<file path="src/rtl/g57tr_pkg.sv">
// ----------------------------------------------------------------------------
// g57tr_pkg: shared definitions for the 5x7 text rasterizer
// Widths, register indexes, microcode encoding, the program and the font ROM.
// ----------------------------------------------------------------------------
package g57tr_pkg;

	localparam int COORD_W    = 11;
	localparam int PEN_W      = 12;
	localparam int COLOR_W    = 16;
	localparam int CODE_W     = 8;
	localparam int GLYPH_COLS = 5;
	localparam int GLYPH_ROWS = 7;
	localparam int GLYPH_BITS = GLYPH_COLS * GLYPH_ROWS;
	localparam int COL_W      = $clog2(GLYPH_COLS);
	localparam int ROW_W      = $clog2(GLYPH_ROWS);
	localparam int FIRST_CODE = 8'h20;
	localparam int LAST_CODE  = 8'h5A;
	localparam int GLYPH_CODES = LAST_CODE - FIRST_CODE + 1;
	localparam int GLYPH_IDX_W = $clog2(GLYPH_CODES);
	localparam int CHAR_ADVANCE = 6;
	localparam int PEN_MAX    = 2047;
	localparam int SCREEN_W_RESET = 320;
	localparam int SCREEN_H_RESET = 240;

	// Configuration register indexes.
	typedef enum logic [0:0] {
		CFG_SCREEN_WIDTH  = 1'b0,
		CFG_SCREEN_HEIGHT = 1'b1
	} cfg_index_t;

	// Input item kinds.
	typedef enum logic [0:0] {
		KIND_SET_PEN = 1'b0,
		KIND_CHAR    = 1'b1
	} kind_t;

	// Program steps.
	typedef enum logic [1:0] {
		STEP_ACCEPT  = 2'd0,
		STEP_SCAN    = 2'd1,
		STEP_FLUSH   = 2'd2,
		STEP_ADVANCE = 2'd3
	} step_t;

	// Datapath operations, one per control word.
	typedef enum logic [1:0] {
		OP_ACCEPT  = 2'd0,
		OP_SCAN    = 2'd1,
		OP_FLUSH   = 2'd2,
		OP_ADVANCE = 2'd3
	} op_t;

	// Jump conditions: when true, the sequencer jumps to the target step,
	// otherwise it falls through to the next step.
	typedef enum logic [1:0] {
		COND_NEVER     = 2'd0,
		COND_ALWAYS    = 2'd1,
		COND_NO_CHAR   = 2'd2,
		COND_SCAN_MORE = 2'd3
	} cond_t;

	typedef struct packed {
		op_t   op;
		cond_t cond;
		step_t target;
	} uword_t;

	// Control from sequencer to datapath.
	typedef struct packed {
		op_t op;
	} ctrl_t;

	// Status from datapath to sequencer.
	typedef struct packed {
		logic char_fire;  // a character item was accepted this cycle
		logic scan_last;  // the scan position is on the last glyph bit
		logic hold;       // the current step cannot complete this cycle
	} flags_t;

	function automatic uword_t ucode(step_t step);
		uword_t w;
		unique case (step)
			STEP_ACCEPT:  w = '{op: OP_ACCEPT,  cond: COND_NO_CHAR,   target: STEP_ACCEPT};
			STEP_SCAN:    w = '{op: OP_SCAN,    cond: COND_SCAN_MORE, target: STEP_SCAN};
			STEP_FLUSH:   w = '{op: OP_FLUSH,   cond: COND_NEVER,     target: STEP_ACCEPT};
			STEP_ADVANCE: w = '{op: OP_ADVANCE, cond: COND_ALWAYS,    target: STEP_ACCEPT};
			default:      w = '{op: OP_ACCEPT,  cond: COND_NO_CHAR,   target: STEP_ACCEPT};
		endcase
		return w;
	endfunction

	// Font: column 0 in the top seven bits, column 4 in the bottom seven.
	// Within a column, bit 0 is the top row.
	localparam logic [GLYPH_BITS-1:0] GLYPH_ROM [GLYPH_CODES] = '{
		{7'h00,7'h00,7'h00,7'h00,7'h00}, {7'h00,7'h00,7'h5F,7'h00,7'h00},
		{7'h00,7'h07,7'h00,7'h07,7'h00}, {7'h14,7'h7F,7'h14,7'h7F,7'h14},
		{7'h24,7'h2A,7'h7F,7'h2A,7'h12}, {7'h23,7'h13,7'h08,7'h64,7'h62},
		{7'h36,7'h49,7'h55,7'h22,7'h50}, {7'h00,7'h05,7'h03,7'h00,7'h00},
		{7'h00,7'h1C,7'h22,7'h41,7'h00}, {7'h00,7'h41,7'h22,7'h1C,7'h00},
		{7'h08,7'h2A,7'h1C,7'h2A,7'h08}, {7'h08,7'h08,7'h3E,7'h08,7'h08},
		{7'h00,7'h50,7'h30,7'h00,7'h00}, {7'h08,7'h08,7'h08,7'h08,7'h08},
		{7'h00,7'h60,7'h60,7'h00,7'h00}, {7'h20,7'h10,7'h08,7'h04,7'h02},
		{7'h3E,7'h51,7'h49,7'h45,7'h3E}, {7'h00,7'h42,7'h7F,7'h40,7'h00},
		{7'h42,7'h61,7'h51,7'h49,7'h46}, {7'h21,7'h41,7'h45,7'h4B,7'h31},
		{7'h18,7'h14,7'h12,7'h7F,7'h10}, {7'h27,7'h45,7'h45,7'h45,7'h39},
		{7'h3C,7'h4A,7'h49,7'h49,7'h30}, {7'h01,7'h71,7'h09,7'h05,7'h03},
		{7'h36,7'h49,7'h49,7'h49,7'h36}, {7'h06,7'h49,7'h49,7'h29,7'h1E},
		{7'h00,7'h36,7'h36,7'h00,7'h00}, {7'h00,7'h56,7'h36,7'h00,7'h00},
		{7'h00,7'h08,7'h14,7'h22,7'h41}, {7'h14,7'h14,7'h14,7'h14,7'h14},
		{7'h41,7'h22,7'h14,7'h08,7'h00}, {7'h02,7'h01,7'h51,7'h09,7'h06},
		{7'h32,7'h49,7'h79,7'h41,7'h3E}, {7'h7E,7'h11,7'h11,7'h11,7'h7E},
		{7'h7F,7'h49,7'h49,7'h49,7'h36}, {7'h3E,7'h41,7'h41,7'h41,7'h22},
		{7'h7F,7'h41,7'h41,7'h22,7'h1C}, {7'h7F,7'h49,7'h49,7'h49,7'h41},
		{7'h7F,7'h09,7'h09,7'h01,7'h01}, {7'h3E,7'h41,7'h41,7'h51,7'h32},
		{7'h7F,7'h08,7'h08,7'h08,7'h7F}, {7'h00,7'h41,7'h7F,7'h41,7'h00},
		{7'h20,7'h40,7'h41,7'h3F,7'h01}, {7'h7F,7'h08,7'h14,7'h22,7'h41},
		{7'h7F,7'h40,7'h40,7'h40,7'h40}, {7'h7F,7'h02,7'h04,7'h02,7'h7F},
		{7'h7F,7'h04,7'h08,7'h10,7'h7F}, {7'h3E,7'h41,7'h41,7'h41,7'h3E},
		{7'h7F,7'h09,7'h09,7'h09,7'h06}, {7'h3E,7'h41,7'h51,7'h21,7'h5E},
		{7'h7F,7'h09,7'h19,7'h29,7'h46}, {7'h46,7'h49,7'h49,7'h49,7'h31},
		{7'h01,7'h01,7'h7F,7'h01,7'h01}, {7'h3F,7'h40,7'h40,7'h40,7'h3F},
		{7'h1F,7'h20,7'h40,7'h20,7'h1F}, {7'h7F,7'h20,7'h18,7'h20,7'h7F},
		{7'h63,7'h14,7'h08,7'h14,7'h63}, {7'h03,7'h04,7'h78,7'h04,7'h03},
		{7'h61,7'h51,7'h49,7'h45,7'h43}
	};

	// Glyph bits of a code; codes outside the font give an empty glyph.
	function automatic logic [GLYPH_BITS-1:0] glyph_bits(logic [CODE_W-1:0] code);
		logic [CODE_W-1:0] offs;
		offs = code - CODE_W'(FIRST_CODE);
		if (code >= CODE_W'(FIRST_CODE) && code <= CODE_W'(LAST_CODE)) begin
			return GLYPH_ROM[offs[GLYPH_IDX_W-1:0]];
		end
		return '0;
	endfunction

endpackage

</file>
<file path="src/rtl/g57tr_if.sv">
// ----------------------------------------------------------------------------
// g57tr_if: channel interfaces of the 5x7 text rasterizer
// Input item channel and pixel write channel, valid/ready handshake.
// ----------------------------------------------------------------------------
interface g57tr_item_if;
	logic                            valid;
	logic                            ready;
	logic                            kind;
	logic [g57tr_pkg::PEN_W-1:0]     pen_x_in;
	logic [g57tr_pkg::PEN_W-1:0]     pen_y_in;
	logic [g57tr_pkg::COLOR_W-1:0]   ink_in;
	logic [g57tr_pkg::CODE_W-1:0]    char_code;

	modport source (output valid, kind, pen_x_in, pen_y_in, ink_in, char_code,
		input ready);
	modport sink (input valid, kind, pen_x_in, pen_y_in, ink_in, char_code,
		output ready);
endinterface

interface g57tr_pixel_if;
	logic                            valid;
	logic                            ready;
	logic [g57tr_pkg::COORD_W-1:0]   pixel_x;
	logic [g57tr_pkg::COORD_W-1:0]   pixel_y;
	logic [g57tr_pkg::COLOR_W-1:0]   pixel_color;
	logic                            last_pixel;

	modport source (output valid, pixel_x, pixel_y, pixel_color, last_pixel,
		input ready);
	modport sink (input valid, pixel_x, pixel_y, pixel_color, last_pixel,
		output ready);
endinterface

</file>
<file path="src/rtl/g57tr_seq.sv">
// ----------------------------------------------------------------------------
// g57tr_seq: microcode sequencer
// Step counter over the control program, with conditional jumps and hold.
// ----------------------------------------------------------------------------
module g57tr_seq (
	input  logic              clk,
	input  logic              arst_n,
	input  g57tr_pkg::flags_t flags,
	output g57tr_pkg::ctrl_t  ctrl
);
	import g57tr_pkg::*;

	step_t  step_q;
	step_t  step_d;
	uword_t uw;
	logic   jump;

	assign uw = ucode(step_q);
	assign ctrl.op = uw.op;

	always_comb begin
		unique case (uw.cond)
			COND_NEVER:     jump = 1'b0;
			COND_ALWAYS:    jump = 1'b1;
			COND_NO_CHAR:   jump = !flags.char_fire;
			COND_SCAN_MORE: jump = !flags.scan_last;
			default:        jump = 1'b0;
		endcase
	end

	always_comb begin
		if (flags.hold) begin
			step_d = step_q;
		end else if (jump) begin
			step_d = uw.target;
		end else begin
			step_d = step_t'(step_q + 2'd1);
		end
	end

	always_ff @(posedge clk or negedge arst_n) begin
		if (!arst_n) begin
			step_q <= STEP_ACCEPT;
		end else begin
			step_q <= step_d;
		end
	end

endmodule

</file>
<file path="src/rtl/g57tr_dp.sv">
// ----------------------------------------------------------------------------
// g57tr_dp: rasterizer datapath
// Pen state, glyph scan position, clipping, one pending pixel and the
// output register.
// ----------------------------------------------------------------------------
module g57tr_dp (
	input  logic                          clk,
	input  logic                          arst_n,
	input  g57tr_pkg::ctrl_t              ctrl,
	output g57tr_pkg::flags_t             flags,
	input  logic [g57tr_pkg::COORD_W-1:0] screen_width,
	input  logic [g57tr_pkg::COORD_W-1:0] screen_height,
	g57tr_item_if.sink                    item,
	g57tr_pixel_if.source                 pixel
);
	import g57tr_pkg::*;

	logic signed [PEN_W-1:0]  pen_col_q;
	logic signed [PEN_W-1:0]  pen_row_q;
	logic [COLOR_W-1:0]       ink_q;
	logic [GLYPH_BITS-1:0]    glyph_q;
	logic [COL_W-1:0]         col_q;
	logic [ROW_W-1:0]         row_q;

	// Pending pixel: held back until it is known whether it is the last.
	logic                     pend_v_q;
	logic [COORD_W-1:0]       pend_x_q;
	logic [COORD_W-1:0]       pend_y_q;

	logic                     out_v_q;
	logic [COORD_W-1:0]       out_x_q;
	logic [COORD_W-1:0]       out_y_q;
	logic [COLOR_W-1:0]       out_c_q;
	logic                     out_last_q;

	logic                     fire;
	logic                     out_free;
	logic [GLYPH_ROWS-1:0]    col_bits;
	logic signed [PEN_W:0]    px;
	logic signed [PEN_W:0]    py;
	logic signed [PEN_W:0]    adv;
	logic                     hit;
	logic                     scan_go;
	logic                     flush_go;
	logic                     scan_last;

	assign item.ready = (ctrl.op == OP_ACCEPT);
	assign fire       = item.valid && item.ready;
	assign out_free   = !out_v_q || pixel.ready;

	assign col_bits = glyph_q[(GLYPH_COLS - 1 - int'(col_q)) * GLYPH_ROWS +: GLYPH_ROWS];
	assign px  = $signed({pen_col_q[PEN_W-1], pen_col_q}) + $signed({1'b0, PEN_W'(col_q)});
	assign py  = $signed({pen_row_q[PEN_W-1], pen_row_q}) + $signed({1'b0, PEN_W'(row_q)});
	assign hit = col_bits[row_q] && !px[PEN_W] && !py[PEN_W]
		&& (px < $signed({2'b00, screen_width}))
		&& (py < $signed({2'b00, screen_height}));

	assign scan_last = (col_q == COL_W'(GLYPH_COLS - 1)) && (row_q == ROW_W'(GLYPH_ROWS - 1));
	assign scan_go   = (ctrl.op == OP_SCAN) && !(hit && pend_v_q && !out_free);
	assign flush_go  = (ctrl.op == OP_FLUSH) && !(pend_v_q && !out_free);
	assign adv       = $signed({pen_col_q[PEN_W-1], pen_col_q}) + (PEN_W+1)'(CHAR_ADVANCE);

	assign flags.char_fire = fire && (item.kind == KIND_CHAR);
	assign flags.scan_last = scan_last;
	assign flags.hold      = ((ctrl.op == OP_SCAN) && !scan_go)
		|| ((ctrl.op == OP_FLUSH) && !flush_go);

	// Pen, ink and glyph registers.
	always_ff @(posedge clk or negedge arst_n) begin
		if (!arst_n) begin
			pen_col_q <= '0;
			pen_row_q <= '0;
			ink_q     <= '0;
		end else begin
			if (fire && item.kind == KIND_SET_PEN) begin
				pen_col_q <= item.pen_x_in;
				pen_row_q <= item.pen_y_in;
				ink_q     <= item.ink_in;
			end else if (ctrl.op == OP_ADVANCE) begin
				if (adv > $signed((PEN_W+1)'(PEN_MAX))) begin
					pen_col_q <= PEN_W'(PEN_MAX);
				end else begin
					pen_col_q <= adv[PEN_W-1:0];
				end
			end
		end
	end

	always_ff @(posedge clk) begin
		if (fire && item.kind == KIND_CHAR) begin
			glyph_q <= glyph_bits(item.char_code);
		end
	end

	// Scan position: rows top to bottom within a column, then the next column.
	always_ff @(posedge clk or negedge arst_n) begin
		if (!arst_n) begin
			col_q <= '0;
			row_q <= '0;
		end else begin
			if (fire) begin
				col_q <= '0;
				row_q <= '0;
			end else if (scan_go && !scan_last) begin
				if (row_q == ROW_W'(GLYPH_ROWS - 1)) begin
					row_q <= '0;
					col_q <= col_q + 1'b1;
				end else begin
					row_q <= row_q + 1'b1;
				end
			end
		end
	end

	// Pending pixel and output register.
	always_ff @(posedge clk or negedge arst_n) begin
		if (!arst_n) begin
			pend_v_q <= 1'b0;
			out_v_q  <= 1'b0;
		end else begin
			if (scan_go && hit) begin
				pend_v_q <= 1'b1;
			end else if (flush_go) begin
				pend_v_q <= 1'b0;
			end
			if ((scan_go && hit && pend_v_q) || (flush_go && pend_v_q)) begin
				out_v_q <= 1'b1;
			end else if (pixel.ready) begin
				out_v_q <= 1'b0;
			end
		end
	end

	always_ff @(posedge clk) begin
		if (scan_go && hit) begin
			pend_x_q <= px[COORD_W-1:0];
			pend_y_q <= py[COORD_W-1:0];
		end
		if ((scan_go && hit && pend_v_q) || (flush_go && pend_v_q)) begin
			out_x_q    <= pend_x_q;
			out_y_q    <= pend_y_q;
			out_c_q    <= ink_q;
			out_last_q <= flush_go;
		end
	end

	assign pixel.valid       = out_v_q;
	assign pixel.pixel_x     = out_x_q;
	assign pixel.pixel_y     = out_y_q;
	assign pixel.pixel_color = out_c_q;
	assign pixel.last_pixel  = out_last_q;

endmodule

</file>
<file path="src/rtl/glyph_5x7_text_rasterizer_top.sv">
// ----------------------------------------------------------------------------
// glyph_5x7_text_rasterizer_top: 5x7 text overlay rasterizer
// Draws characters from a fixed 5x7 font as clipped pixel writes.
//
//   channel   direction   handshake      beat carries
//   item      in          valid/ready    kind, pen_x_in, pen_y_in, ink_in,
//                                        char_code
//   pixel     out         valid/ready    pixel_x, pixel_y, pixel_color,
//                                        last_pixel
//   cfg       in          cfg_we only    cfg_index, cfg_wdata
//
// A set-pen beat is taken in the accept step alone. A character beat runs
// through the accept step, the scan of the glyph one bit per cycle while the
// scan is not held, the release of the held-back last pixel and the advance
// of the pen. A stalled pixel channel holds the scan when a new visible
// pixel finds both the held-back pixel and the output register full, and
// holds the release step while a pixel is held back and the register is full.
// Reset clears the pen and ink to zero and sets the screen to 320 by 240.
// ----------------------------------------------------------------------------
module glyph_5x7_text_rasterizer_top (
	input  logic                          clk,
	input  logic                          arst_n,
	input  logic                          cfg_we,
	input  logic                          cfg_index,
	input  logic [g57tr_pkg::COORD_W-1:0] cfg_wdata,
	g57tr_item_if.sink                    item_ch,
	g57tr_pixel_if.source                 pixel_ch
);
	import g57tr_pkg::*;

	// Screen size registers. They are to be written only while the block is idle; the block does not enforce it.
	logic [COORD_W-1:0] screen_width_q;
	logic [COORD_W-1:0] screen_height_q;

	ctrl_t  ctrl;
	flags_t flags;

	always_ff @(posedge clk or negedge arst_n) begin
		if (!arst_n) begin
			screen_width_q  <= COORD_W'(SCREEN_W_RESET);
			screen_height_q <= COORD_W'(SCREEN_H_RESET);
		end else if (cfg_we) begin
			unique case (cfg_index_t'(cfg_index))
				CFG_SCREEN_WIDTH:  screen_width_q  <= cfg_wdata;
				CFG_SCREEN_HEIGHT: screen_height_q <= cfg_wdata;
				default:           ;
			endcase
		end
	end

	// The sequencer steps through the control program; the datapath carries
	// out one operation per control word and reports the jump and hold flags.
	g57tr_seq u_seq (
		.clk    (clk),
		.arst_n (arst_n),
		.flags  (flags),
		.ctrl   (ctrl)
	);

	g57tr_dp u_dp (
		.clk           (clk),
		.arst_n        (arst_n),
		.ctrl          (ctrl),
		.flags         (flags),
		.screen_width  (screen_width_q),
		.screen_height (screen_height_q),
		.item          (item_ch),
		.pixel         (pixel_ch)
	);

endmodule
</file>
<file path="src/flat_wrapper.sv">
// flat-port wrapper written by rule: the top's interface ports become plain ports
module glyph_5x7_text_rasterizer_top_flat import g57tr_pkg::*;
  (clk, arst_n, cfg_we, cfg_index, cfg_wdata, item_ch_valid, item_ch_kind, item_ch_pen_x_in, item_ch_pen_y_in, item_ch_ink_in, item_ch_char_code, item_ch_ready, pixel_ch_valid, pixel_ch_pixel_x, pixel_ch_pixel_y, pixel_ch_pixel_color, pixel_ch_last_pixel, pixel_ch_ready);
  g57tr_item_if item_ch_i ();
  g57tr_pixel_if pixel_ch_i ();
  input  logic clk;
  input  logic arst_n;
  input  logic cfg_we;
  input  logic cfg_index;
  input  logic [g57tr_pkg::COORD_W-1:0] cfg_wdata;
  input wire logic [$bits(item_ch_i.valid)-1:0] item_ch_valid;
  input wire logic [$bits(item_ch_i.kind)-1:0] item_ch_kind;
  input wire logic [$bits(item_ch_i.pen_x_in)-1:0] item_ch_pen_x_in;
  input wire logic [$bits(item_ch_i.pen_y_in)-1:0] item_ch_pen_y_in;
  input wire logic [$bits(item_ch_i.ink_in)-1:0] item_ch_ink_in;
  input wire logic [$bits(item_ch_i.char_code)-1:0] item_ch_char_code;
  output wire logic [$bits(item_ch_i.ready)-1:0] item_ch_ready;
  output wire logic [$bits(pixel_ch_i.valid)-1:0] pixel_ch_valid;
  output wire logic [$bits(pixel_ch_i.pixel_x)-1:0] pixel_ch_pixel_x;
  output wire logic [$bits(pixel_ch_i.pixel_y)-1:0] pixel_ch_pixel_y;
  output wire logic [$bits(pixel_ch_i.pixel_color)-1:0] pixel_ch_pixel_color;
  output wire logic [$bits(pixel_ch_i.last_pixel)-1:0] pixel_ch_last_pixel;
  input wire logic [$bits(pixel_ch_i.ready)-1:0] pixel_ch_ready;
  assign item_ch_i.valid = item_ch_valid;
  assign item_ch_i.kind = item_ch_kind;
  assign item_ch_i.pen_x_in = item_ch_pen_x_in;
  assign item_ch_i.pen_y_in = item_ch_pen_y_in;
  assign item_ch_i.ink_in = item_ch_ink_in;
  assign item_ch_i.char_code = item_ch_char_code;
  assign item_ch_ready = item_ch_i.ready;
  assign pixel_ch_valid = pixel_ch_i.valid;
  assign pixel_ch_pixel_x = pixel_ch_i.pixel_x;
  assign pixel_ch_pixel_y = pixel_ch_i.pixel_y;
  assign pixel_ch_pixel_color = pixel_ch_i.pixel_color;
  assign pixel_ch_last_pixel = pixel_ch_i.last_pixel;
  assign pixel_ch_i.ready = pixel_ch_ready;
  glyph_5x7_text_rasterizer_top u_core (.clk(clk), .arst_n(arst_n), .cfg_we(cfg_we), .cfg_index(cfg_index), .cfg_wdata(cfg_wdata), .item_ch(item_ch_i), .pixel_ch(pixel_ch_i));
endmodule
</file>
<file path="config.mk">
export PLATFORM = sky130hd
export DESIGN_NAME = glyph_5x7_text_rasterizer_top_flat
export DESIGN_NICKNAME = d
export VERILOG_FILES = /design/src/rtl/g57tr_pkg.sv /design/src/rtl/g57tr_if.sv /design/src/rtl/g57tr_seq.sv /design/src/rtl/g57tr_dp.sv /design/src/rtl/glyph_5x7_text_rasterizer_top.sv /design/src/flat_wrapper.sv
export SDC_FILE = /design/constraint.sdc
export NUM_CORES = 1
export LEC_CHECK = 0
export BUFFER_PORTS_ARGS = -buffer_cell sky130_fd_sc_hd__buf_2
export CAP_MARGIN = 40
export CELL_PAD_IN_SITES_DETAIL_PLACEMENT = 1
export CELL_PAD_IN_SITES_GLOBAL_PLACEMENT = 2
export CORE_MARGIN = 2
export CORE_UTILIZATION = 34
export CTS_CLUSTER_DIAMETER = 120
export DETAILED_ROUTE_END_ITERATION = 7
export GPL_TIMING_DRIVEN = 0
export PLACE_DENSITY = 0.83
export SLEW_MARGIN = 20
export SYNTH_ARGS = -nofsm -noshare
export SYNTH_HDL_FRONTEND = slang
export SYNTH_SLANG_ARGS = --single-unit
</file>
<file path="constraint.sdc">
create_clock -name clk -period 7.2 [get_ports clk]
set_input_delay 0.36 -clock clk [delete_from_list [all_inputs] [get_ports clk]]
set_output_delay 0.36 -clock clk [all_outputs]
set_load 0.03 [all_outputs]
</file>
After elaboration in Yosys (flattened, before gate mapping)
Memory sizes are Yosys's and may differ from the RTL's. A register that Yosys moved wholly into a read port is not among the register bits.
Index checks and enable logic that the tools add are counted.
- output and inout port bits: 41
- memory bits (writable): 0
- memory bits (read-only): 2240
- flip-flop bits (word level): 133
- memories: 1
- bits of input ports: 66
- bits in latches: 0
- logic and storage cells: 112
- memories (memory ; depth ; bits a word ; read ports ; clocked after memory_dff ; write ports ; RTL line ; text):
    (name not given) ; 64 ; 35 ; 1 ; 1 ; 0 ; g57tr_pkg.sv:132 ; return GLYPH_ROM[offs[GLYPH_IDX_W-1:0]];
- add/subtract/negate cells: 8
- equal/unequal tests: 11
- bitwise gates (word level): 3
- multiplexer cells: 20
- div/mod/pow operators: 0
- magnitude comparators: 6
- multiply operators: 1
- reductions and logical operators: 45
- shift-type cells: 1
- operators by type and width (cell ; count):
    12-bit 2-to-1 mux ; 3
    35-bit by 8-bit indexed part select with 7-bit output ; 1
    12-bit by 4-bit adder with 13-bit output ; 2
    13-bit by 12-bit less-than comparator with 1-bit output ; 2
    6-bit case mux with 4 select lines ; 1
    1-bit logical AND ; 20
    3-bit 2-to-1 mux ; 6
    12-bit by 4-bit adder with 13-bit output, second input constant ; 1
    13-bit by 12-bit > comparator with 1-bit output, second input constant ; 1
    2-bit == test, second input constant ; 6
    1-bit logical NOT ; 11
    2-bit nonzero test ; 5
    8-bit by 6-bit greater-or-equal comparator with 1-bit output, second input constant ; 1
    8-bit by 7-bit less-or-equal comparator with 1-bit output, second input constant ; 1
    4-bit by 4-bit multiplier with 8-bit output, second input constant ; 1
    1-bit 2-to-1 mux ; 7
    6-bit NOT with 7-bit output ; 1
    3-bit by 1-bit adder with 3-bit output, second input constant ; 2
    2-bit by 1-bit == test with 1-bit output, second input constant ; 3
    3-bit == test, second input constant ; 2
    2-bit logical NOT ; 3
    2-bit AND reduction ; 3
    6-bit subtractor, second input constant ; 1
    3-bit by 4-bit less-than comparator with 1-bit output, second input constant ; 1
    other kinds (7) ; 10

Logic depth before layout (Yosys ltp)
Gate-level depths: netlist of the first run.
- word-level depth: 17
- mapped depth: 23
- mapped depth without buffers: 17

By module
From an unflattened synthesis of the first run, not the netlist that was laid out.
- cells, all modules: 1316
- area, all modules: 12235.5 um^2
- modules (own cells, without submodules) (module ; cells an instance ; instances ; seq. area each (um^2) ; area an instance (um^2)):
    g57tr_dp ; 1243 ; 1 ; 4083.9 ; 11134.4
    glyph_5x7_text_rasterizer_top ; 48 ; 1 ; 558.0 ; 883.3
    g57tr_seq ; 25 ; 1 ; 50.0 ; 217.7

Worst setup path after synthesis of the first run
Ideal clock, no wire load.
- path type: flip-flop to flip-flop
- start point: reg u_core.u_dp.col_q[0]
- end point: reg u_core.u_dp.out_last_q (netlist: u_core.u_dp.pixel.last_pixel), enable pin
- period minus slack after synthesis: 7.228 ns
- buffers on the path: 6
- arrival: 6.792 ns
- setup time: 0.435 ns
- cell stages (with the launch flop): 24
- setup slack: -0.028 ns
- cell sequence: dfrtp_1 -> buf_4 -> inv_1 -> ha_1 -> buf_6 -> buf_2 -> buf_2 -> xor2_1 -> ha_1 -> ha_1 -> inv_1 -> fa_1 -> buf_2 -> buf_1 -> nand3_1 -> o211ai_1 -> nor3_1 -> o32ai_1 -> o211ai_1 -> a2111oi_4 -> o221ai_1 -> nor4b_1 -> o21ai_0 -> nor2_1
- longest elaborated chain between the ends: 16
- elaborated cells on any way between the ends: 19
- those cells by class: 2 x add/sub; 1 x mul; 1 x order compare; 1 x shift; 2 x mux; 12 x reduce/logical
- RTL lines (element ; RTL line ; text):
    start: declaration ; g57tr_dp.sv:22 ; logic [COL_W-1:0] col_q;
    start signal: assignment ; g57tr_dp.sv:107 ; col_q <= col_q + 1'b1;
    3-bit by 3-bit subtractor with 4-bit output ; g57tr_dp.sv:51 ; assign col_bits = glyph_q[(GLYPH_COLS - 1 - int'(col_q)) * GLYPH_ROWS +: GLYPH_ROWS];
    4-bit by 4-bit multiplier with 8-bit output ; g57tr_dp.sv:51 ;
    35-bit by 8-bit indexed part select with 7-bit output ; g57tr_dp.sv:51 ;
    1-bit binary-select mux with 3-bit select ; g57tr_dp.sv:54 ; assign hit = col_bits[row_q] && !px[PEN_W] && !py[PEN_W]
    1-bit 2-to-1 mux (not written as such) ; g57tr_dp.sv:54 ;
    1-bit logical AND (2 in series) ; g57tr_dp.sv:54 ;
    1-bit logical AND * ; g57tr_dp.sv:55 ; && (px < $signed({2'b00, screen_width}))
    1-bit logical AND * ; g57tr_dp.sv:56 ; && (py < $signed({2'b00, screen_height}));
    1-bit logical AND (2 in series) ; g57tr_dp.sv:59 ; assign scan_go = (ctrl.op == OP_SCAN) && !(hit && pend_v_q && !out_free);
    1-bit logical NOT ; g57tr_dp.sv:59 ;
    1-bit logical AND ; g57tr_dp.sv:59 ;
    1-bit logical AND * (2 in series) ; g57tr_dp.sv:139 ; if ((scan_go && hit && pend_v_q) || (flush_go && pend_v_q)) begin
    1-bit logical OR * ; g57tr_dp.sv:139 ;
    end signal: assignment ; g57tr_dp.sv:143 ; out_last_q <= flush_go;
    end: declaration ; g57tr_dp.sv:34 ; logic out_last_q;
Every way passes the cells marked *; elsewhere a longest branch is shown, timed or not. The select of a mux whose other input is x is not followed.
A chain may end at the register's enable or synchronous reset.

Worst setup path after layout of the first run
- start point: reg u_core.u_dp.col_q[0]
- end point: reg u_core.u_dp.out_y_q[1] (netlist: u_core.u_dp.pixel.pixel_y[1]), enable pin
- longest elaborated chain between the ends: 16
- elaborated cells on any way between the ends: 19
- those cells by class: 2 x add/sub; 1 x mul; 1 x order compare; 1 x shift; 2 x mux; 12 x reduce/logical
- RTL lines (element ; RTL line ; text):
    3-bit by 3-bit subtractor with 4-bit output ; g57tr_dp.sv:51 ;
    4-bit by 4-bit multiplier with 8-bit output ; g57tr_dp.sv:51 ;
    35-bit by 8-bit indexed part select with 7-bit output ; g57tr_dp.sv:51 ;
    1-bit binary-select mux with 3-bit select ; g57tr_dp.sv:54 ;
    1-bit 2-to-1 mux (not written as such) ; g57tr_dp.sv:54 ;
    1-bit logical AND (2 in series) ; g57tr_dp.sv:54 ;
    1-bit logical AND * ; g57tr_dp.sv:55 ;
    1-bit logical AND * ; g57tr_dp.sv:56 ;
    1-bit logical AND (2 in series) ; g57tr_dp.sv:59 ;
    1-bit logical NOT ; g57tr_dp.sv:59 ;
    1-bit logical AND ; g57tr_dp.sv:59 ;
    1-bit logical AND * (2 in series) ; g57tr_dp.sv:139 ;
    1-bit logical OR * ; g57tr_dp.sv:139 ;
    end signal: assignment ; g57tr_dp.sv:141 ; out_y_q <= pend_y_q;
    end: declaration ; g57tr_dp.sv:32 ; logic [COORD_W-1:0] out_y_q;
Marked as above.

==> impl_metrics.ini, run 1 <==
[worst_hold_path]
min_path_type = in -> reg
hold-path-cell-count = 3
hp-start = item_ch_pen_x_in[11]
hold-path-endpoint = u_core.u_dp.pen_col_q[11]

[route]
routedWlPerCell_um = 24.57
num_vias = 11150
vias_per_cell = 5.847
drtIter0Drc = 866
first_pass_iters = 6
postRouteAntennaNets = 0
finalWirelength_mm = 46.85
drc = 0

[timing]
worst_slack_ns = 0.3735
rsz0062_at_grt = false
tightestPinTransition_ns = 0.8811
finalSetupViolations = 0
hold_violations = 0
fmax_ghz = 0.1465
slew_violations = 0
skew_ns = 0.02188
relSlewSlack_pct = 41.04
fin_crit_ns = 6.826
fin_crit_sh_pct = 94.81
fin_tns_setup_ns = 0

[floorplanning]
io_pins = 107
start_util_pct = 34.45
core_mm2 = 0.03454
fp.dieW_um = 191.1
die_y_um = 191.1
dieArea_mm2 = 0.03651
rows = 68

[clock_network]
clk_latency_ns = 0.45
cts_max_level = 4
clk_pin_slew_ns = 0.08
root_buffer = clkbuf_16
cts.path.max_buffers = 2
cts_tree = done
clock-sinks = 168
numCtsBuffers = 17

[outcome]
status = finished clean

[critical_path]
cpPeakStageDelay_ns = 0.61
r2r_slack_ns = 0.37
cp_cell_sequence = buf_4 > inv_1 > ha_2 > ha_1 > ha_1 > fa_1 > inv_1 > fa_1 > buf_2 > buf_2 > clkbuf_1 > a211oi_1 > a21oi_1 > o221ai_1 > a2111oi_4 > o221ai_1 > nor4b_4 > o21ai_1 > nor2_4 > buf_12
crit_type = reg -> reg
worstPathRequired_ns = 7.35
crit_fanout = 27
ff2ff_path_depth = 20
cp-end-kind = flip-flop
reg2reg_to = u_core.u_dp.pixel.pixel_y[1]
critPathSlowestCell = fa_1
crit_path_start_kind = flip-flop
r2r_start = u_core.u_dp.col_q[0]
critPathArrivalTime_ns = 6.97

[synthesis]
synth-edff-count = 96
syn_inst = 1302
yosysTopAreaCell = edfxtp_1
synth_nets = 1433
syn_avg_cell_area_um2 = 9.139
ys_ff_latch = 168
synth_flop_cell = edfxtp_1
yosysTopAreaCellShare_pct = 24.23
yosys_warnings = 0
synthDistinctLibCells = 83
yosysSeqAreaShare_pct = 39.43
yosys-top-cells-area = edfxtp_1 (24%), dfrtp_1 (14%), nand2_1 (6.9%)
synthArstFlopShare_pct = 42.86
synth_area_mm2 = 0.01190

[placement]
place_hpwl_mm = 35.95
pre_cts_slack_ns = -0.8673
dp.cells = 1871
gp_congestion = 0.9773
port_buffers = 105
post_dp_cell_area_mm2 = 0.01310

[power]
power_density_mw_per_mm2 = 295.1
peakVddDrop_uv = 177.3
p_leak_nw = 5.472
power_mw = 4.066

[layout]
stdcell_count = 1907
fillCellCount = 4084
nets = 1570
layout-drive-gt1-share_pct = 15.84
syn_to_final_growth_pct = 15.81
diodes = 0
postLayoutCellArea_mm2 = 0.01378

[grt]
grt_max_degree = 41
grt.met1_usage_pct = 34.19
antenna_found_initial = 1
grt_pass1_vias = 11510
top_usage_layer = met2
grt_pass1_wl_mm = 71.38
overflow = 0
grt_use_met3_pct = 3.727
use_met2_pct = 42.24
grt_use_total_pct = 25.87

[flow_run]
max_cap_violations = 0
per-layer routing:
layer  vias to the layer above  share of wire (%)
met5                         -                  0
met4                         0                4.0
met3                        93                4.9
met2                       408                 47
met1                      5575                 44
li1                       5074                  -
cells by family after synthesis:
group / Yosys count / synth area share [%]
AND/OR/NAND/NOR: 474 / 17.99
AO/OA/AOI/OAI: 356 / 19.37
flip-flops: 168 / 39.43
buffers and inverters: 144 / 4.911
multiplexers: 68 / 9.222
adder cells (fa/ha/maj): 65 / 7.087
XOR/XNOR: 27 / 1.987
cells in the mapped netlist (5+ instances only):
| cell | number |
|---|---|
| a211oi_1 | 29 |
| a21boi_0 | 6 |
| a21o_1 | 12 |
| a21oi_1 | 88 |
| a311oi_1 | 7 |
| a31oi_1 | 19 |
| and3_1 | 9 |
| buf_1 | 9 |
| buf_2 | 5 |
| clkbuf_1 | 70 |
| dfrtp_1 | 66 |
| dfstp_2 | 6 |
| edfxtp_1 | 96 |
| ha_1 | 61 |
| inv_1 | 49 |
| mux2_2 | 24 |
| mux2i_1 | 17 |
| mux4_1 | 13 |
| mux4_2 | 14 |
| nand2_1 | 218 |
| nand2b_1 | 14 |
| nand3_1 | 33 |
| nand4_1 | 10 |
| nor2_1 | 101 |
| nor2b_1 | 9 |
| nor3_1 | 42 |
| nor4_1 | 7 |
| o211ai_1 | 15 |
| o21a_1 | 5 |
| o21ai_0 | 92 |
| o22ai_1 | 17 |
| o311ai_0 | 5 |
| o31ai_1 | 5 |
| o32ai_1 | 5 |
| or3_1 | 5 |
| xnor2_1 | 15 |
| xor2_1 | 12 |
critical path, delay by kind of cell, from the launching register on:
| kind | cells | cell delay [ns] |
|---|---|---|
| AO/OA/AOI/OAI | 6 | 1.56 |
| AND/OR/NAND/NOR | 2 | 0.67 |
| buffers and inverters | 7 | 1.65 |
| flip-flops | 1 | 0.42 |
| adder cells (fa/ha/maj) | 5 | 2.19 |
cells in the final DEF, fill, tap and decap left out, types with 6 or more instances in the layout:
master / synthesis / final
nand2_1: 218 / 218
buf_2: 5 / 113
nor2_1: 101 / 100
edfxtp_1: 96 / 96
o21ai_0: 92 / 91
a21oi_1: 88 / 88
clkbuf_1: 70 / 69
dfrtp_1: 66 / 66
ha_1: 61 / 60
inv_1: 49 / 49
nor3_1: 42 / 42
nand3_1: 33 / 33
a211oi_1: 29 / 29
mux2_2: 24 / 24
a31oi_1: 19 / 19
mux2i_1: 17 / 17
o22ai_1: 17 / 17
clkbuf_16: 0 / 17
xnor2_1: 15 / 15
o211ai_1: 15 / 15
nand2b_1: 14 / 14
mux4_2: 14 / 14
mux4_1: 13 / 13
xor2_1: 12 / 12
a21o_1: 12 / 12
nand4_1: 10 / 10
nor2b_1: 9 / 9
buf_4: 3 / 9
and3_1: 9 / 8
buf_1: 9 / 8
a311oi_1: 7 / 7
nor4_1: 7 / 6
a21boi_0: 6 / 6
dfstp_2: 6 / 6
what timing repair did:
action,CTS,global route
hold endpoints to repair,39,0
setup buffers,3,0
setup endpoints to repair,47,57
pin swaps,1,2
gates resized for setup,4,3
hold buffers,1,0
where the power goes:
group	total (mW)	leakage, nW	internal, mW	switching [mW]
Clock	0.947	0.295	0.476	0.471
Sequential	1.47	1.75	1.28	0.190
Combinational	1.65	3.42	0.613	1.03
through the flow:
| step | hold slack, ns | util, % |
|---|---|---|
| 2_1_floorplan | 0.06441 | - |
| 3_3_place_gp | 0.4029 | 37.62 |
| 3_5_place_dp | 0.4071 | 37.92 |
| 4_1_cts | 0.07467 | 39.84 |
| 5_1_grt | 0.1033 | 39.89 |
| 6_report | 0.09704 | 39.89 |
worst max path at each step:
| stage | from | to | slack [ns] | cells past startpoint |
|---|---|---|---|---|
| floorplan | u_core.u_dp.col_q[0] | u_core.u_dp.pend_x_q[0] | 0.08 | 21 |
| global placement | u_core.u_dp.col_q[0] | u_core.u_dp.pend_y_q[9] | -2.28 | 21 |
| detailed placement | u_core.u_dp.col_q[0] | u_core.u_dp.pixel.pixel_y[1] | -0.87 | 24 |
| CTS | u_core.u_dp.col_q[0] | u_core.u_dp.pixel.pixel_y[1] | 0.05 | 24 |
| global route | u_core.u_dp.col_q[0] | u_core.u_dp.pixel.pixel_y[1] | 0.004 | 22 |
| finish | u_core.u_dp.col_q[0] | u_core.u_dp.pixel.pixel_y[1] | 0.37 | 20 |
registers in the layout, summed over array words and instances (netlist names), 2 cells and up:
signal                         count
u_core.u_dp.glyph_q               35
u_core.u_dp.ink_q                 16
u_core.u_dp.pixel.pixel_color     16
u_core.u_dp.pen_col_q             12
u_core.u_dp.pen_row_q             12
u_core.screen_height_q            11
u_core.screen_width_q             11
u_core.u_dp.pend_x_q              11
u_core.u_dp.pend_y_q              11
u_core.u_dp.pixel.pixel_x         11
u_core.u_dp.pixel.pixel_y         11
u_core.u_dp.col_q                  3
u_core.u_dp.row_q                  3
u_core.u_seq.step_q                2
cell type report:
type,count,area (um^2),area share [%]
Buffer,89,379.1,2.751
Clock buffer,17,425.4,3.087
Clock inverter,15,190.2,1.380
Inverter,54,202.7,1.471
Multi-Input combinational cell,990,6655,48.29
Sequential cell,168,4692,34.05
Tap cell,455,569.3,4.131
Timing Repair Buffer,119,666.9,4.839
No activity file was read; power rests on OpenSTA's default activity.
==> run 2: changes to the inputs <==
PLACE_DENSITY = default   (was 0.83)
PLACE_DENSITY_LB_ADDON = 0.25   (was default)
==> impl_metrics.ini, run 2 (synthesized netlist as in run 1, its figures left out) <==
[timing]
slew_violations = 0
fin_crit_sh_pct = 93.63
fin_crit_ns = 6.741
finalSetupViolations = 0
rsz0062_at_grt = false
fmax_ghz = 0.1483
fin_tns_setup_ns = 0
hold_slack_ns = 0.1063
hold_violations = 0
relSlewSlack_pct = 35.11
skew_ns = 0.01448
tightestPinTransition_ns = 0.9698

[floorplanning]
start_util_pct = 34.45
fp.dieW_um = 191.1
dieArea_mm2 = 0.03651
rows = 68
die_y_um = 191.1
io_pins = 107
core_mm2 = 0.03454

[critical_path]
cp-end-kind = flip-flop
crit_fanout = 25
critPathSlowestCell = fa_1
cpPeakStageDelay_ns = 0.58
cp_cell_sequence = buf_4 > inv_1 > ha_2 > buf_6 > clkbuf_4 > xor2_1 > ha_1 > ha_1 > inv_1 > fa_1 > buf_2 > buf_2 > nand3_1 > o211ai_1 > nor3_1 > o32ai_1 > o211ai_1 > a2111oi_4 > o221ai_1 > nor4b_4 > o21ai_0 > nor2_4 > buf_12
r2r_slack_ns = 0.46
worstPathRequired_ns = 7.34
critPathArrivalTime_ns = 6.88
crit_type = reg -> reg
crit_path_start_kind = flip-flop

[route]
drc = 0
routedWlPerCell_um = 23.87
vias_per_cell = 5.819
postRouteAntennaNets = 0
drtIter0Drc = 830
num_vias = 11110
first_pass_iters = 5
finalWirelength_mm = 45.57

[layout]
nets = 1572
stdcell_count = 1909
final_cell_mix = nand2_1 (218), buf_2 (110), nor2_1 (100)
final_common_cell = nand2_1
diodes = 0
top_register = u_core.u_dp.glyph_q
largest_register_ffs = 35
layout-drive-gt1-share_pct = 15.89
syn_to_final_growth_pct = 15.67

[grt]
grt_max_degree = 51
top_usage_layer = met2
grt_use_met3_pct = 2.882
overflow = 0
antenna_found_initial = 0
grt_use_total_pct = 25.33
grt_pass1_vias = 11250
use_met2_pct = 40.27
grt.met1_usage_pct = 35.08
grt_pass1_wl_mm = 69.50

[placement]
port_buffers = 105
gp_congestion = 0.9819
dp.cells = 1871
place_hpwl_mm = 34.95

[clock_network]
cts_max_level = 4
clock-sinks = 168
numCtsBuffers = 17
root_buffer = clkbuf_16
clk_latency_ns = 0.44
clk_pin_slew_ns = 0.07
cts.path.max_buffers = 2
cts_tree = done

[power]
peakVddDrop_uv = 167.9
power_mw = 4.014
p_leak_nw = 5.459
power_density_mw_per_mm2 = 291.6

[outcome]
status = finished clean

[worst_hold_path]
min_path_type = in -> reg

[flow_run]
max_cap_violations = 0
==> run 2: cell types whose count changed in the layout (fill, tap and decap cells not counted), sizes merged <==
cell,before,now
buf,137,138
bufinv,0,1
clkbuf,87,88
clkinv,7,5
clkinvlp,1,3
inv,61,60
==> run 2: report_power, final <==
part	switching [mW]	total (mW)	internal [mW]
clock network	0.415	0.898	0.483
logic	1.02	1.65	0.625
registers	0.184	1.47	1.28
==> run 2: stage by stage <==
stage	setup slack, ns	util, %	cell area (um^2)
after floorplan	0.08352	-	11900
after detailed placement	-0.7722	37.99	13120
after CTS	0.06482	39.77	13740
after global routing	0.03583	39.84	13760
final	0.4588	39.84	13760
after global placement	-2.734	37.62	13000
==> run 2: worst paths after layout <==
check,cells after the start,to,start
max,23,u_core.u_dp.pixel.pixel_color[2],u_core.u_dp.col_q[0]
min,3,u_core.u_dp.pen_row_q[10],item_ch_pen_y_in[10]
max reg2reg,23,u_core.u_dp.pixel.pixel_color[2],u_core.u_dp.col_q[0]
min reg2reg,0,u_core.u_dp.pixel.pixel_y[2],u_core.u_dp.pend_y_q[2]
max in group asynchronous,3,u_core.screen_width_q[6],arst_n
min in group asynchronous,2,u_core.u_dp.ink_q[13],arst_n
==> run 2: timing repair <==
action / CTS / global route
hold buffers: 1 / 0
setup buffers: 3 / 3
endpoints found under the hold margin: 20 / 0
gates resized for setup: 4 / 6
setup endpoints to repair: 46 / 49
pin swaps: 1 / 2
==> run 2: routing by layer <==
layer  share of wire [%]  wire [um]
met5                   0          0
met4                 3.5       1602
met3                 4.7       2126
met2                  46      21100
met1                  46      20740
==> run 2: area by class of cell <==
type / instances / area, um^2
fillers: 4098 / 20780
multi-input cells: 990 / 6658
flip-flops and latches: 168 / 4692
repair buffers: 121 / 694.4
well taps: 455 / 569.3
clock buffers: 17 / 425.4
plain buffers: 89 / 382.9
inverters: 54 / 202.7
clock inverters: 15 / 138.9
==> run 2: critical path, delay by kind of cell, from the launching register on <==
family	cells	cell delay (ns)
adders and majority gates	4	1.39
and+or+nand+nor	4	0.83
buffers and inverters	8	1.77
DFF	1	0.49
xor gates and xnor gates	1	0.26
AOI/OAI and AO/OA	6	1.67
